**src/hdl/crcbc_pkg.sv**
```systemverilog
// Shared types, constants and CRC-32 / classification functions for the boot-code classifier.
package crcbc_pkg;

    localparam int CRC_W = 32;
    localparam int BYTE_W = 8;
    localparam int CLASS_W = 3;
    localparam int M_TDATA_W = 40;

    localparam logic [CRC_W-1:0] CRC_POLY = 32'hEDB8_8320;
    localparam logic [CRC_W-1:0] CRC_ALL_ONES = 32'hFFFF_FFFF;

    localparam logic [CRC_W-1:0] SIG_CLASS1_A = 32'h303F_AAC9;
    localparam logic [CRC_W-1:0] SIG_CLASS1_B = 32'hF0DA_3D50;
    localparam logic [CRC_W-1:0] SIG_CLASS2 = 32'hF310_6101;
    localparam logic [CRC_W-1:0] SIG_CLASS3 = 32'hE7CD_9D51;
    localparam logic [CRC_W-1:0] SIG_CLASS5 = 32'h07AE_65C9;
    localparam logic [CRC_W-1:0] SIG_CLASS6 = 32'h8601_5F8F;

    localparam logic [CLASS_W-1:0] CHIP_CLASS_1 = 3'd1;
    localparam logic [CLASS_W-1:0] CHIP_CLASS_2 = 3'd2;
    localparam logic [CLASS_W-1:0] CHIP_CLASS_3 = 3'd3;
    localparam logic [CLASS_W-1:0] CHIP_CLASS_5 = 3'd5;
    localparam logic [CLASS_W-1:0] CHIP_CLASS_6 = 3'd6;

    typedef struct packed {
        logic [CLASS_W-1:0] chip_class;
        logic [CRC_W-1:0]   crc_value;
    } crcbc_res_t;

    // One byte through the reflected CRC-32 network.
    function automatic logic [CRC_W-1:0] crc_byte(input logic [CRC_W-1:0] crc_in,
                                                   input logic [BYTE_W-1:0] data_in);
        logic [CRC_W-1:0] c;
        c = crc_in ^ {{(CRC_W-BYTE_W){1'b0}}, data_in};
        for (int k = 0; k < BYTE_W; k++) begin
            c = c[0] ? (CRC_POLY ^ (c >> 1)) : (c >> 1);
        end
        return c;
    endfunction

    function automatic logic [CLASS_W-1:0] classify(input logic [CRC_W-1:0] crc_in);
        logic [CLASS_W-1:0] cls;
        case (crc_in)
            SIG_CLASS1_A: cls = CHIP_CLASS_1;
            SIG_CLASS1_B: cls = CHIP_CLASS_1;
            SIG_CLASS2:   cls = CHIP_CLASS_2;
            SIG_CLASS3:   cls = CHIP_CLASS_3;
            SIG_CLASS5:   cls = CHIP_CLASS_5;
            SIG_CLASS6:   cls = CHIP_CLASS_6;
            default:      cls = CHIP_CLASS_2;
        endcase
        return cls;
    endfunction

endpackage

```
**src/hdl/crcbc_crc_stage.sv**
```systemverilog
// Input byte register, running CRC state and per-byte CRC update with classification.
module crcbc_crc_stage
    import crcbc_pkg::*;
(
    input  logic              aclk,
    input  logic              aresetn,
    input  logic              s_tvalid,
    output logic              s_tready,
    input  logic [BYTE_W-1:0] s_tdata,
    input  logic              s_tuser,
    input  logic              s_tlast,
    input  logic [CRC_W-1:0]  initial_crc,
    output logic              res_valid,
    input  logic              res_ready,
    output crcbc_res_t        res
);

    logic              a_valid_reg;
    logic              a_valid_next;
    logic [BYTE_W-1:0] a_data_reg;
    logic              a_first_reg;
    logic              a_last_reg;
    logic [CRC_W-1:0]  crc_reg;
    logic [CRC_W-1:0]  crc_next;
    logic [CRC_W-1:0]  crc_start;
    logic [CRC_W-1:0]  crc_calc;
    logic [CRC_W-1:0]  crc_final;
    logic              a_fire;
    logic              s_fire;

    assign a_fire    = a_valid_reg && (!a_last_reg || res_ready);
    assign s_tready  = !a_valid_reg || a_fire;
    assign s_fire    = s_tvalid && s_tready;

    assign crc_start = a_first_reg ? ~initial_crc : crc_reg;
    assign crc_calc  = crc_byte(crc_start, a_data_reg);
    assign crc_final = crc_calc ^ CRC_ALL_ONES;

    assign res_valid      = a_valid_reg && a_last_reg;
    assign res.crc_value  = crc_final;
    assign res.chip_class = classify(crc_final);

    always_comb begin
        a_valid_next = a_valid_reg;
        if (s_fire) begin
            a_valid_next = 1'b1;
        end else if (a_fire) begin
            a_valid_next = 1'b0;
        end
        crc_next = a_fire ? crc_calc : crc_reg;
    end

    always_ff @(posedge aclk) begin
        if (!aresetn) begin
            a_valid_reg <= 1'b0;
            crc_reg     <= CRC_ALL_ONES;
        end else begin
            a_valid_reg <= a_valid_next;
            crc_reg     <= crc_next;
        end
    end

    always_ff @(posedge aclk) begin
        if (s_fire) begin
            a_data_reg  <= s_tdata;
            a_first_reg <= s_tuser;
            a_last_reg  <= s_tlast;
        end
    end

endmodule

```
**src/hdl/crcbc_out_reg.sv**
```systemverilog
// Result register driving the master-side stream.
module crcbc_out_reg
    import crcbc_pkg::*;
(
    input  logic                 aclk,
    input  logic                 aresetn,
    input  logic                 res_valid,
    output logic                 res_ready,
    input  crcbc_res_t           res,
    output logic                 m_tvalid,
    input  logic                 m_tready,
    output logic [M_TDATA_W-1:0] m_tdata
);

    logic       m_valid_reg;
    logic       m_valid_next;
    crcbc_res_t m_res_reg;

    assign res_ready = !m_valid_reg || m_tready;
    assign m_tvalid  = m_valid_reg;
    assign m_tdata   = {{(M_TDATA_W-CLASS_W-CRC_W){1'b0}}, m_res_reg.chip_class,
                        m_res_reg.crc_value};

    always_comb begin
        m_valid_next = m_valid_reg;
        if (res_ready) begin
            m_valid_next = res_valid;
        end
    end

    always_ff @(posedge aclk) begin
        if (!aresetn) begin
            m_valid_reg <= 1'b0;
        end else begin
            m_valid_reg <= m_valid_next;
        end
    end

    always_ff @(posedge aclk) begin
        if (res_ready && res_valid) begin
            m_res_reg <= res;
        end
    end

endmodule

```
**src/hdl/crc32_boot_code_classifier.sv**
```systemverilog
// Top level: byte-serial reflected CRC-32 with boot-chip classification.
// Throughput: one byte per cycle, sustained, while m_tready stays high.
// A last byte is registered in the CRC stage, its result then in the output register.
// Running CRC feedback in the CRC stage: one byte per cycle, last bytes wait on res_ready.
// Reset (aresetn low, synchronous): both stages empty, running CRC all ones,
// initial_crc cleared to zero.
module crc32_boot_code_classifier
    import crcbc_pkg::*;
(
    input  logic                 aclk,
    input  logic                 aresetn,
    input  logic                 cfg_we,
    input  logic [CRC_W-1:0]     cfg_wdata,   // initial_crc
    input  logic                 s_tvalid,
    output logic                 s_tready,
    input  logic [BYTE_W-1:0]    s_tdata,     // [7:0] data_byte
    input  logic                 s_tuser,     // [0] first_byte
    input  logic                 s_tlast,     // last_byte
    output logic                 m_tvalid,
    input  logic                 m_tready,
    output logic [M_TDATA_W-1:0] m_tdata      // [31:0] crc_value, [34:32] chip_class, pad
);

    logic [CRC_W-1:0] initial_crc_reg;
    logic [CRC_W-1:0] initial_crc_next;
    logic             res_valid;
    logic             res_ready;
    crcbc_res_t       res;

    assign initial_crc_next = cfg_we ? cfg_wdata : initial_crc_reg;

    always_ff @(posedge aclk) begin
        if (!aresetn) begin
            initial_crc_reg <= '0;
        end else begin
            initial_crc_reg <= initial_crc_next;
        end
    end

    crcbc_crc_stage u_crc_stage (
        .aclk        (aclk),
        .aresetn     (aresetn),
        .s_tvalid    (s_tvalid),
        .s_tready    (s_tready),
        .s_tdata     (s_tdata),
        .s_tuser     (s_tuser),
        .s_tlast     (s_tlast),
        .initial_crc (initial_crc_reg),
        .res_valid   (res_valid),
        .res_ready   (res_ready),
        .res         (res)
    );

    crcbc_out_reg u_out_reg (
        .aclk      (aclk),
        .aresetn   (aresetn),
        .res_valid (res_valid),
        .res_ready (res_ready),
        .res       (res),
        .m_tvalid  (m_tvalid),
        .m_tready  (m_tready),
        .m_tdata   (m_tdata)
    );

endmodule
```
**config.mk**
```make
export PLATFORM = sky130hd
export DESIGN_NAME = crc32_boot_code_classifier
export DESIGN_NICKNAME = d
export VERILOG_FILES = /design/src/hdl/crcbc_pkg.sv /design/src/hdl/crcbc_crc_stage.sv /design/src/hdl/crcbc_out_reg.sv /design/src/hdl/crc32_boot_code_classifier.sv
export SDC_FILE = /design/constraint.sdc
export NUM_CORES = 1
export LEC_CHECK = 0
export BUFFER_PORTS_ARGS = -buffer_cell sky130_fd_sc_hd__buf_2
export CORE_ASPECT_RATIO = 1.1
export CORE_MARGIN = 2
export CORE_UTILIZATION = 52
export CTS_CLUSTER_DIAMETER = 50
export DETAILED_ROUTE_END_ITERATION = 10
export PLACE_DENSITY_LB_ADDON = 0.2
export SLEW_MARGIN = 20
export SYNTH_ARGS = -nofsm -noshare
export SYNTH_HDL_FRONTEND = slang
export SYNTH_SLANG_ARGS = --single-unit
```
**constraint.sdc**
```tcl
create_clock -name aclk -period 9.2 [get_ports aclk]
set_input_delay 0.92 -clock aclk [delete_from_list [all_inputs] [get_ports aclk]]
set_output_delay 0.92 -clock aclk [all_outputs]
set_load 0.01 [all_outputs]
```
**Word-level counts from Yosys, hierarchy flattened**

Cells that the tools add are included.

- Register bits: 111
- Bits of input ports: 47
- Output and inout port bits: 42
- Word-level logic and storage cells: 49

- Equality and inequality tests: 5
- Mux-type cells: 12
- Bitwise gates (word level): 11
- Reduce and logical (&&, ||, !) cells: 12

Operators with widths:

| operator | count |
|---|---|
| 32-bit two-way mux | 9 |
| 13-bit inverter with 14-bit output | 8 |
| 32-bit == test (second input constant) | 3 |
| 32-bit inverter | 2 |
| 32-bit by 27-bit == test with 1-bit output (second input constant) | 1 |
| 32-bit by 30-bit == test with 1-bit output (second input constant) | 1 |
| 32-bit by 8-bit XOR with 32-bit output | 1 |
| 3-bit one-hot mux with 4 select lines | 1 |
| 1-bit logical AND | 4 |
| 1-bit logical NOT | 3 |
| 1-bit logical OR | 3 |
| 1-bit two-way mux | 2 |
| 2-bit nonzero test | 1 |
| 2-bit OR reduction | 1 |

**Longest topological paths before layout**

Gate-level depths: netlist of the first run.

- Depth after elaboration: 23
- Mapped depth: 13
- Depth with buffers taken out: 11

**Cells and area by module**

A second synthesis of the first run with hierarchy kept.

- Cell total of the unflattened synthesis: 537
- Area total of the unflattened synthesis: 6008.3 um^2

Modules (own cells, without submodules):

| module | times used | cells an instance | area an instance (um^2) | seq. area each (um^2) |
|---|---|---|---|---|
| crcbc_crc_stage | 1 | 388 | 3614.7 | 960.9 |
| crc32_boot_code_classifier | 1 | 103 | 1243.7 | 640.6 |
| crcbc_out_reg | 1 | 46 | 1149.9 | 1071.0 |

**Worst setup path before layout of the first run**

Ideal clock, no wire load.

- Path kind: register -> register
- From: reg u_crc_stage.a_first_reg
- To: reg u_out_reg.m_res_reg (netlist bit u_out_reg.m_tdata[33]), data pin
- Setup time: 0.265 ns
- Arrival time: 3.527 ns
- Data required time: 8.935 ns
- Path slack: 5.408 ns
- Cell stages (with the launch flop): 11
- Path buffers: 0
- Clock period less this slack: 3.792 ns
- Path through: edfxtp_1 and2b_1 o21a_1 nor2_1 xor3_1 xor2_1 or4_1 or4b_1 or4_4 a21oi_2 o211ai_1

RTL lines:

| what | RTL line | source |
|---|---|---|
| from (decl) | crcbc_crc_stage.sv:21 | `logic a_first_reg;` |
| from (signal assigned) | crcbc_crc_stage.sv:66 | `a_first_reg <= s_tuser;` |
| to (signal assigned) | crcbc_out_reg.sv:41 | `m_res_reg <= res;` |
| to (decl) | crcbc_out_reg.sv:17 | `crcbc_res_t m_res_reg;` |

==> flow_summary_export.csv, run 1 <==
group,metric,value,unit
outcome,status,"finished clean",
sta,setup_ws,4.68,ns
placement,port_buffers,83,
yosys,synth_compound_area_share,10.0,%
yosys,ys_seq_area_share,46.6,%
power_and_ir_drop,power.density,214,nW/um^2
worst_hold_path,hp-class,"reg2reg",
floorplanning,row_count,40,
drt,drc,0,
clock_network,clk_latency,0.35,ns
yosys,synth_mux_area_share,8.64,%
sta,fin_skew,0.00673,ns
yosys,synthAdderAreaFrac,0.655,%
drt,wl_met2,6.19,mm
yosys,syn_inst,527,
floorplanning,boundaryPins,89,
power_and_ir_drop,vdd_drop_max,0.0000941,V
drt,drt-total-wl,13.2,mm
placement,finalWeightedCongestion,0.893,
sta,slew_violations,0,
clock_network,clock-sinks,111,
yosys,synth.cell_area,5730,sq um
sta,period_share,49.1,%
yosys,synthArstFlopShare,0,%
sta,worstMarginPinSlew,0.960,ns
flow_run,cap_violations,0,
sta,period_needed,4.52,ns
final_layout,largest_reg_flops,35,
sta,rsz0062_at_grt,"no",
clock_network,post-cts-setup-buffer-count,0,
final_layout,drive_gt1_share,20.2,%
drt,highest_layer,"met4",
drt,dr_total_vias,4100,
yosys,yosys.area.top_type,"edfxtp_1",
global_routing,antenna_found_initial,0,
placement,hpwl,9.64,mm
yosys,synth_top_family_by_area,"simple AND/OR/NAND/NOR gates",
clock_network,postCtsHoldBufs,0,
yosys,synth.area.top_cells,"edfxtp_1, dfxtp_1, mux2i_1",
global_routing,grtUsageTotal,23.0,%
final_layout,design_area,6530,sq um
sta,finalHoldViolCount,0,
setup_path,crit_arrival,4.61,ns
drt,via_per_inst,5.45,
floorplanning,die_x,104,microns
floorplanning,die_area,11900,sq um
final_layout,nets,650,
yosys,syn_avg_cell_area,10.9,sq um
placement,post_dp_cell_area,6230,sq um
clock_network,tritoncts,"yes",
global_routing,grt_pass1_vias,3811,
yosys,ys_warn_count,0,
setup_path,critPathKind,"reg2reg",
yosys,ys_types,61,
setup_path,crit_path_end_kind,"register",
yosys,netlist.area_leader.share,23.6,%
setup_path,crit_path_max_fanout,50,
drt,wl_per_cell,17.5,microns
sta,fin_setup_tns,0,ns
yosys,synth_edf_count,45,
global_routing,grt_overflow_total,0,
floorplanning,initial_core_util,53.0,%
drt,met1_length,6.17,mm
sta,fmax,221,MHz
clock_network,root_buffer,"clkbuf_16",
clock_network,cts_buffer_depth,2,
drt,wl_met3,601,microns
drt,first_pass_iters,5,
drt,drtIter0Drc,345,
global_routing,grt_pass1_wl,20.9,mm
clock_network,htree_levels,3,
floorplanning,die_y,114,microns
sta,relSlewSlack,36.0,%
yosys,ys_seq_elements,111,
floorplanning,core,10800,sq um
clock_network,cts_buffers,9,
yosys,synthXorXnorAreaFrac,14.4,%
placement,post-place-ws,4.71,ns
yosys,synthSimpleGateAreaFrac,15.8,%
clock_network,clk_pin_slew_worst_paths,0.07,ns
setup_path,cp.required,9.29,ns
sta,hold_ws,0.487,ns
final_layout,antennaDiodeCount,0,
sta,setup_viol,0,
yosys,synth_flop_cell,"dfxtp_1",
setup_path,start_kind,"register",
drt,ant_nets,0,
clock_network,cts-resized-gates,0,
global_routing,grt_max_degree,67,
power_and_ir_drop,p_leak,2.74,nW
final_layout,area_growth,13.9,%
final_layout,final_util,60.4,%
final_layout,n_fill_cell,944,
## Yosys cell counts, types with 4 or more instances
cell type	count
dfxtp_1	66
a21oi_1	4
nand2_1	54
nor2_1	11
or3_1	6
xor2_1	14
mux2i_1	45
nand4_1	4
nor3_2	5
inv_1	21
a211oi_1	5
nor3_1	5
xnor2_1	48
o21a_1	6
xnor3_1	8
nor2b_1	42
edfxtp_1	45
nand3_1	5
buf_4	6
nor4_1	4
clkbuf_1	17
o211ai_1	37
o21ai_0	13
## final cells by class
cell class                 count  area, sq um  share of cell area [%]
clock buffer                  10          229                    3.51
clock inverter                 6         61.3                   0.939
inverter                      21         78.8                    1.21
multi-input combinational    371         2860                    43.8
sequential                   111         2670                    40.9
tap                          147          184                    2.82
timing repair buffer          86          440                    6.75
## worst max-delay path: stages (launching register included)
cell      delay (ns)
edfxtp_1        0.32
buf_4           0.49
and2b_1         0.28
o21a_1          0.19
nor2_1          0.41
xor3_1          0.47
xor2_1          0.22
or4_1           0.54
or4b_1          0.53
or4_4           0.53
a21oi_2         0.14
o211ai_1        0.11
## cell usage in the layout (no fill, tap or decap), types with 10 or more instances in the layout
master	n
o211ai_1	37
nor2_1	10
mux2i_1	45
dfxtp_1	66
xnor2_1	48
inv_1	21
nor2b_1	42
xor2_1	14
o21ai_0	13
buf_2	82
edfxtp_1	45
nand2_1	53
## logic make-up after synthesis
family,after synthesis
mux,47
other cells,1
xor+xnor,75
flops,111
simple gates,161
fa+ha+maj,3
compound gates,80
buf+inv,49
## per-stage QoR
stage	power [mW]	instances
2_1_floorplan	0.886	531
3_3_place_gp	1.01	736
3_5_place_dp	1.01	736
4_1_cts	1.39	752
5_1_grt	1.46	752
6_report	1.39	752
## metal layers
metal | up-vias | GRT usage [%]
met5 | - | 0
met3 | 20 | 4.04
li1 | 1999 | -
met2 | 127 | 36.1
met1 | 1954 | 32.8
met4 | 0 | 7.12
## worst paths after layout
check,start,end,slack [ns],cells after the start
setup / recovery,u_crc_stage.a_first_reg$_DFFE_PP_,u_out_reg.m_tdata[33]$_DFFE_PP_,4.68,11
hold / removal,u_crc_stage.crc_reg[26]$_SDFFE_PN1P_,u_crc_stage.crc_reg[26]$_SDFFE_PN1P_,0.49,2
setup reg to reg,u_crc_stage.a_first_reg$_DFFE_PP_,u_out_reg.m_tdata[33]$_DFFE_PP_,4.68,11
hold reg to reg,u_crc_stage.crc_reg[26]$_SDFFE_PN1P_,u_crc_stage.crc_reg[26]$_SDFFE_PN1P_,0.49,2
## report_power, final
group | total, mW | switching (mW) | leakage [nW] | internal [mW]
sequential | 0.592 | 0.0228 | 0.969 | 0.569
combinational | 0.421 | 0.262 | 1.64 | 0.159
clock | 0.382 | 0.172 | 0.132 | 0.210
total | 1.39 | 0.456 | 2.74 | 0.938
No activity file was read; power rests on OpenSTA's default activity.
==> inputs of run 2 (changes only) <==
==> constraint.sdc (replaced) <==
create_clock -name aclk -period 4.1 [get_ports aclk]
set_input_delay 0.41 -clock aclk [delete_from_list [all_inputs] [get_ports aclk]]
set_output_delay 0.41 -clock aclk [all_outputs]
set_load 0.01 [all_outputs]
==> run 2 against run 1 <==
Clock skew is 0.0012 ns higher. Combinational power is 140% higher. Sequential power is 120% higher. Cell count is 2.7% higher. Highest routed layer unchanged. Critical path type unchanged. Via count hardly changed.
==> flow_summary_export.csv, run 2 (synthesis gave the netlist of run 1 again) <==
group,metric,value,unit
setup_path,r2r_cells,11,
clock_network,post-cts-setup-buffer-count,0,
clock_network,cts_buffer_depth,2,
setup_path,crit_path_end_kind,"register",
worst_hold_path,hold_path_end,"u_crc_stage.a_data_reg[3]$_DFFE_PP_",
sta,period_share,95.3,%
global_routing,grt_pass1_wl,20.9,mm
sta,setup_viol,0,
sta,rsz0062_at_grt,"no",
floorplanning,die_y,114,microns
sta,setup_ws,0.193,ns
drt,drtIter0Drc,242,
drt,drc,0,
clock_network,clock-sinks,111,
setup_path,cp.required,4.18,ns
global_routing,antenna_found_initial,0,
setup_path,start_kind,"register",
placement,post-place-ws,0.206,ns
sta,worstMarginPinSlew,0.942,ns
clock_network,postCtsHoldBufs,0,
outcome,status,"finished clean",
drt,first_pass_iters,5,
setup_path,critPathKind,"reg2reg",
global_routing,grt_max_degree,67,
clock_network,root_buffer,"clkbuf_16",
worst_hold_path,min_from,"s_tdata[3]",
global_routing,grtUsageTotal,23.0,%
floorplanning,die_x,104,microns
clock_network,cts-resized-gates,0,
setup_path,crit_start,"u_crc_stage.a_first_reg$_DFFE_PP_",
final_layout,area_growth,16.5,%
drt,via_per_inst,5.31,
final_layout,largest_reg_flops,35,
final_layout,nets,670,
floorplanning,core,10800,sq um
placement,port_buffers,83,
flow_run,cap_violations,0,
drt,dr_total_vias,4098,
final_layout,n_fill_cell,954,
clock_network,tritoncts,"yes",
setup_path,r2r_slack,0.19,ns
sta,fmax,256,MHz
floorplanning,initial_core_util,53.0,%
setup_path,critPathSlowestCell,"or4_4",
setup_path,path_cells,"buf_4 > nor2b_4 > or3_4 > o211a_1 > or2_2 > xnor2_1 > or4_1 > or4b_1 > or4_4 > a21oi_2 > o211ai_1",
floorplanning,die_area,11900,sq um
final_layout,final_common_cell,"buf_2",
setup_path,crit_path_max_fanout,9,
final_layout,drive_gt1_share,22.6,%
setup_path,crit_family,"simple AND/OR/NAND/NOR gates",
floorplanning,boundaryPins,89,
sta,finalHoldViolCount,0,
placement,finalWeightedCongestion,0.918,
power_and_ir_drop,p_leak,2.84,nW
global_routing,grt_overflow_total,0,
clock_network,clk_latency,0.35,ns
clock_network,htree_levels,3,
sta,fin_setup_tns,0,ns
setup_path,reg2reg_from,"u_crc_stage.a_first_reg$_DFFE_PP_",
clock_network,cts_buffers,9,
sta,period_needed,3.91,ns
placement,hpwl,10.2,mm
power_and_ir_drop,vdd_drop_max,0.000236,V
sta,slew_violations,0,
drt,ant_nets,0,
drt,wl_per_cell,17.2,microns
drt,drt-total-wl,13.3,mm
setup_path,critPathMaxStageDelay,0.54,ns
floorplanning,row_count,40,
setup_path,cp_num_buf_inv,1,
sta,relSlewSlack,37.2,%
setup_path,crit_arrival,3.99,ns
worst_hold_path,hp-class,"in2reg",
global_routing,grt_pass1_vias,3892,
clock_network,clk_pin_slew_worst_paths,0.07,ns
final_layout,final_cell_mix,"buf_2, dfxtp_1, nand2_1",
worst_hold_path,hold_depth,1,
power_and_ir_drop,power.density,479,nW/um^2
sta,fin_skew,0.00791,ns
setup_path,worstReg2RegEnd,"u_out_reg.m_tdata[33]$_DFFE_PP_",
final_layout,antennaDiodeCount,0,
==> run 2: final cells by class <==
cell class                 instances  area (sq um)  area share [%]
clock buffer                      10           229            3.43
inverter                          21          78.8            1.18
sequential                       111          2670            40.0
timing repair buffer             106           591            8.84
clock inverter                     6          62.6           0.937
tap                              147           184            2.75
multi-input combinational        371          2860            42.9
==> run 2: power by group <==
group	switching, mW	internal (mW)
clock network	0.378	0.472
logic	0.595	0.426
registers	0.0539	1.28
==> run 2: metrics by stage <==
stage	util [%]	hold WS [ns]	instance area [sq um]	total power, mW	std cells
6_report	61.8	0.236	6680	3.20	772
5_1_grt	61.8	0.226	6680	3.35	772
4_1_cts	61.7	0.225	6670	3.21	772
3_5_place_dp	59.0	0.479	6380	2.36	756
3_3_place_gp	59.0	0.465	6380	2.36	756
2_1_floorplan	-	0.447	5750	1.99	531
==> run 2: how the worst max path moves through the flow <==
stage                                                  to  slack, ns  cells past startpoint
after global routing      u_out_reg.m_tdata[33]$_DFFE_PP_       0.06                     10
final                     u_out_reg.m_tdata[33]$_DFFE_PP_       0.19                     11
after global placement    u_out_reg.m_tdata[33]$_DFFE_PP_       0.25                     10
after floorplan           u_out_reg.m_tdata[33]$_DFFE_PP_       0.31                     10
after CTS                 u_out_reg.m_tdata[33]$_DFFE_PP_       0.20                     11
after detailed placement  u_out_reg.m_tdata[33]$_DFFE_PP_       0.21                     11
==> run 2: worst reg2reg max path: cells and delay by family, from the launching register on <==
kind	cells	cell delay (ns)
AND/OR/NAND/NOR	6	2.36
flip-flops	1	0.49
AO/OA/AOI/OAI	3	0.42
buffers and inverters	1	0.24
XOR/XNOR	1	0.14
==> run 2: metal layers <==
layer,vias to the layer above,share of wire (%),GRT usage [%]
met5,-,0,0
met4,0,1.9,8.47
met3,15,5.3,3.64
met2,133,45,35.9
met1,1913,47,32.5
li1,2037,-,-
==> inputs of run 3 (changes only) <==
--- a/config.mk
+++ b/config.mk
@@ -7,7 +7,7 @@
 export LEC_CHECK = 0
 export BUFFER_PORTS_ARGS = -buffer_cell sky130_fd_sc_hd__buf_2
 export CORE_ASPECT_RATIO = 1.1
-export CORE_MARGIN = 2
+export CORE_MARGIN = 5
 export CORE_UTILIZATION = 52
 export CTS_CLUSTER_DIAMETER = 50
 export DETAILED_ROUTE_END_ITERATION = 10
==> run 3 against run 2 <==
Clock power decreased by 4.1%. Critical path depth unchanged. Global-route usage decreased by 1.3 points. Total power decreased by 1.1%. First-iteration DRC count increased by 24%. Sequential share of layout area about the same. Worst hold slack got worse by 0.0039 ns. Largest power group unchanged.
==> flow_summary_export.csv, run 3 (synthesis gave the netlist of run 1 again) <==
group,metric,value,unit
clock_network,tritoncts,"yes",
placement,post_dp_cell_area,6390,sq um
floorplanning,row_count,40,
power_and_ir_drop,power.density,474,nW/um^2
clock_network,root_buffer,"clkbuf_16",
floorplanning,boundaryPins,89,
global_routing,grt_overflow_total,0,
final_layout,antennaDiodeCount,0,
final_layout,n_fill_cell,937,
sta,fin_skew,0.0100,ns
drt,drc,0,
sta,period_needed,3.96,ns
final_layout,final_common_cell,"buf_2",
final_layout,area_growth,16.5,%
setup_path,critPathKind,"reg2reg",
global_routing,grtUsageTotal,21.7,%
flow_run,cap_violations,0,
worst_hold_path,min_from,"s_tdata[4]",
final_layout,final_util,61.5,%
power_and_ir_drop,total_power,3.16,mW
drt,first_pass_iters,5,
sta,setup_viol,0,
drt,dr_total_vias,4192,
setup_path,r2r_cells,11,
power_and_ir_drop,p_leak,2.84,nW
sta,fmax,252,MHz
worst_hold_path,hp-class,"in2reg",
floorplanning,initial_core_util,52.8,%
placement,finalWeightedCongestion,0.942,
final_layout,design_area,6680,sq um
setup_path,cp.required,4.19,ns
floorplanning,die_area,13200,sq um
final_layout,drive_gt1_share,22.9,%
clock_network,clock-sinks,111,
setup_path,crit_path_max_fanout,5,
sta,slew_violations,0,
drt,via_per_inst,5.43,
floorplanning,core,10900,sq um
clock_network,htree_levels,3,
sta,finalHoldViolCount,0,
setup_path,crit_arrival,4.05,ns
sta,relSlewSlack,35.2,%
sta,period_share,96.6,%
setup_path,worstReg2RegEnd,"u_out_reg.m_tdata[33]$_DFFE_PP_",
global_routing,grt_pass1_wl,21.5,mm
floorplanning,die_y,120,microns
setup_path,reg2reg_from,"u_crc_stage.a_first_reg$_DFFE_PP_",
placement,port_buffers,83,
outcome,status,"finished clean",
floorplanning,die_x,110,microns
worst_hold_path,hold_depth,1,
power_and_ir_drop,vdd_drop_max,0.000219,V
clock_network,cts_buffers,9,
final_layout,largest_reg_flops,35,
setup_path,crit_path_end_kind,"register",
global_routing,grt_pass1_vias,4035,
worst_hold_path,hold_path_end,"u_crc_stage.a_data_reg[4]$_DFFE_PP_",
setup_path,r2r_slack,0.14,ns
drt,wl_per_cell,17.7,microns
global_routing,grt_max_degree,67,
clock_network,cts_buffer_depth,2,
placement,hpwl,10.5,mm
clock_network,cts-resized-gates,0,
final_layout,nets,670,
clock_network,post-cts-setup-buffer-count,0,
clock_network,postCtsHoldBufs,0,
clock_network,clk_latency,0.35,ns
sta,rsz0062_at_grt,"no",
drt,drtIter0Drc,299,
final_layout,final_cell_mix,"buf_2, dfxtp_1, nand2_1",
drt,ant_nets,0,
sta,fin_setup_tns,0,ns
sta,worstMarginPinSlew,0.970,ns
drt,drt-total-wl,13.7,mm
global_routing,antenna_found_initial,0,
clock_network,clk_pin_slew_worst_paths,0.07,ns
setup_path,start_kind,"register",
run 3: cell types whose count changed in the layout (fill, tap and decap cells not counted), sizes merged:
cell and delta:
clkinv -2, bufinv -1, clkbuf +1, clkinvlp +1, inv +1
run 3: final cells by class:
class,instances,area (sq um),area share (%)
clock inverters,5,32.5,0.487
repair buffers,106,591,8.85
inverters,21,78.8,1.18
well taps,147,184,2.76
clock buffers,11,243,3.64
flip-flops and latches,111,2670,40.0
multi-input cells,371,2870,43.1
run 3: worst max path at each step:
| stage | slack [ns] | depth (start not counted) | startpoint | end |
|---|---|---|---|---|
| final | 0.14 | 11 | u_crc_stage.a_first_reg$_DFFE_PP_ | u_out_reg.m_tdata[33]$_DFFE_PP_ |
| after global routing | 0.003 | 11 | u_crc_stage.a_first_reg$_DFFE_PP_ | u_out_reg.m_tdata[33]$_DFFE_PP_ |
| after CTS | 0.17 | 11 | u_crc_stage.a_first_reg$_DFFE_PP_ | u_out_reg.m_tdata[33]$_DFFE_PP_ |
| after detailed placement | 0.18 | 11 | u_crc_stage.a_first_reg$_DFFE_PP_ | u_out_reg.m_tdata[33]$_DFFE_PP_ |
| after global placement | 0.25 | 11 | u_crc_stage.a_first_reg$_DFFE_PP_ | u_out_reg.m_tdata[33]$_DFFE_PP_ |
| after floorplan | 0.31 | 10 | u_crc_stage.a_first_reg$_DFFE_PP_ | u_out_reg.m_tdata[33]$_DFFE_PP_ |
run 3: power by group:
group | leakage, nW | internal [mW] | switching [mW] | total, mW
clock network | 0.130 | 0.428 | 0.386 | 0.815
logic | 1.74 | 0.424 | 0.595 | 1.02
registers | 0.969 | 1.28 | 0.0555 | 1.33
run 3: through the flow:
| stage | instances | setup WS (ns) | hold slack (ns) |
|---|---|---|---|
| floorplan | 531 | 0.308 | 0.447 |
| global placement | 756 | 0.250 | 0.463 |
| detailed placement | 756 | 0.179 | 0.475 |
| CTS | 772 | 0.165 | 0.224 |
| global route | 772 | 0.00259 | 0.223 |
| finish | 772 | 0.138 | 0.232 |
run 3: per-layer routing:
metal  vias up  wire, microns  GRT usage [%]
met4         0            216           6.24
met2       138           6310           33.3
li1       2045              -              -
met3        21            737           3.82
met1      1988           6430           31.2
met5         -              0              0
run 3: worst max-delay path, cell delays in order (launching register included):
cell and delay, ns:
edfxtp_1 0.45, buf_4 0.19, nor2b_1 0.24, nor3_2 0.09, nor2_1 0.18, xor3_1 0.51
xor2_1 0.18, or4_1 0.54, or4b_1 0.55, or4_4 0.54, a21oi_2 0.15, o211ai_1 0.10
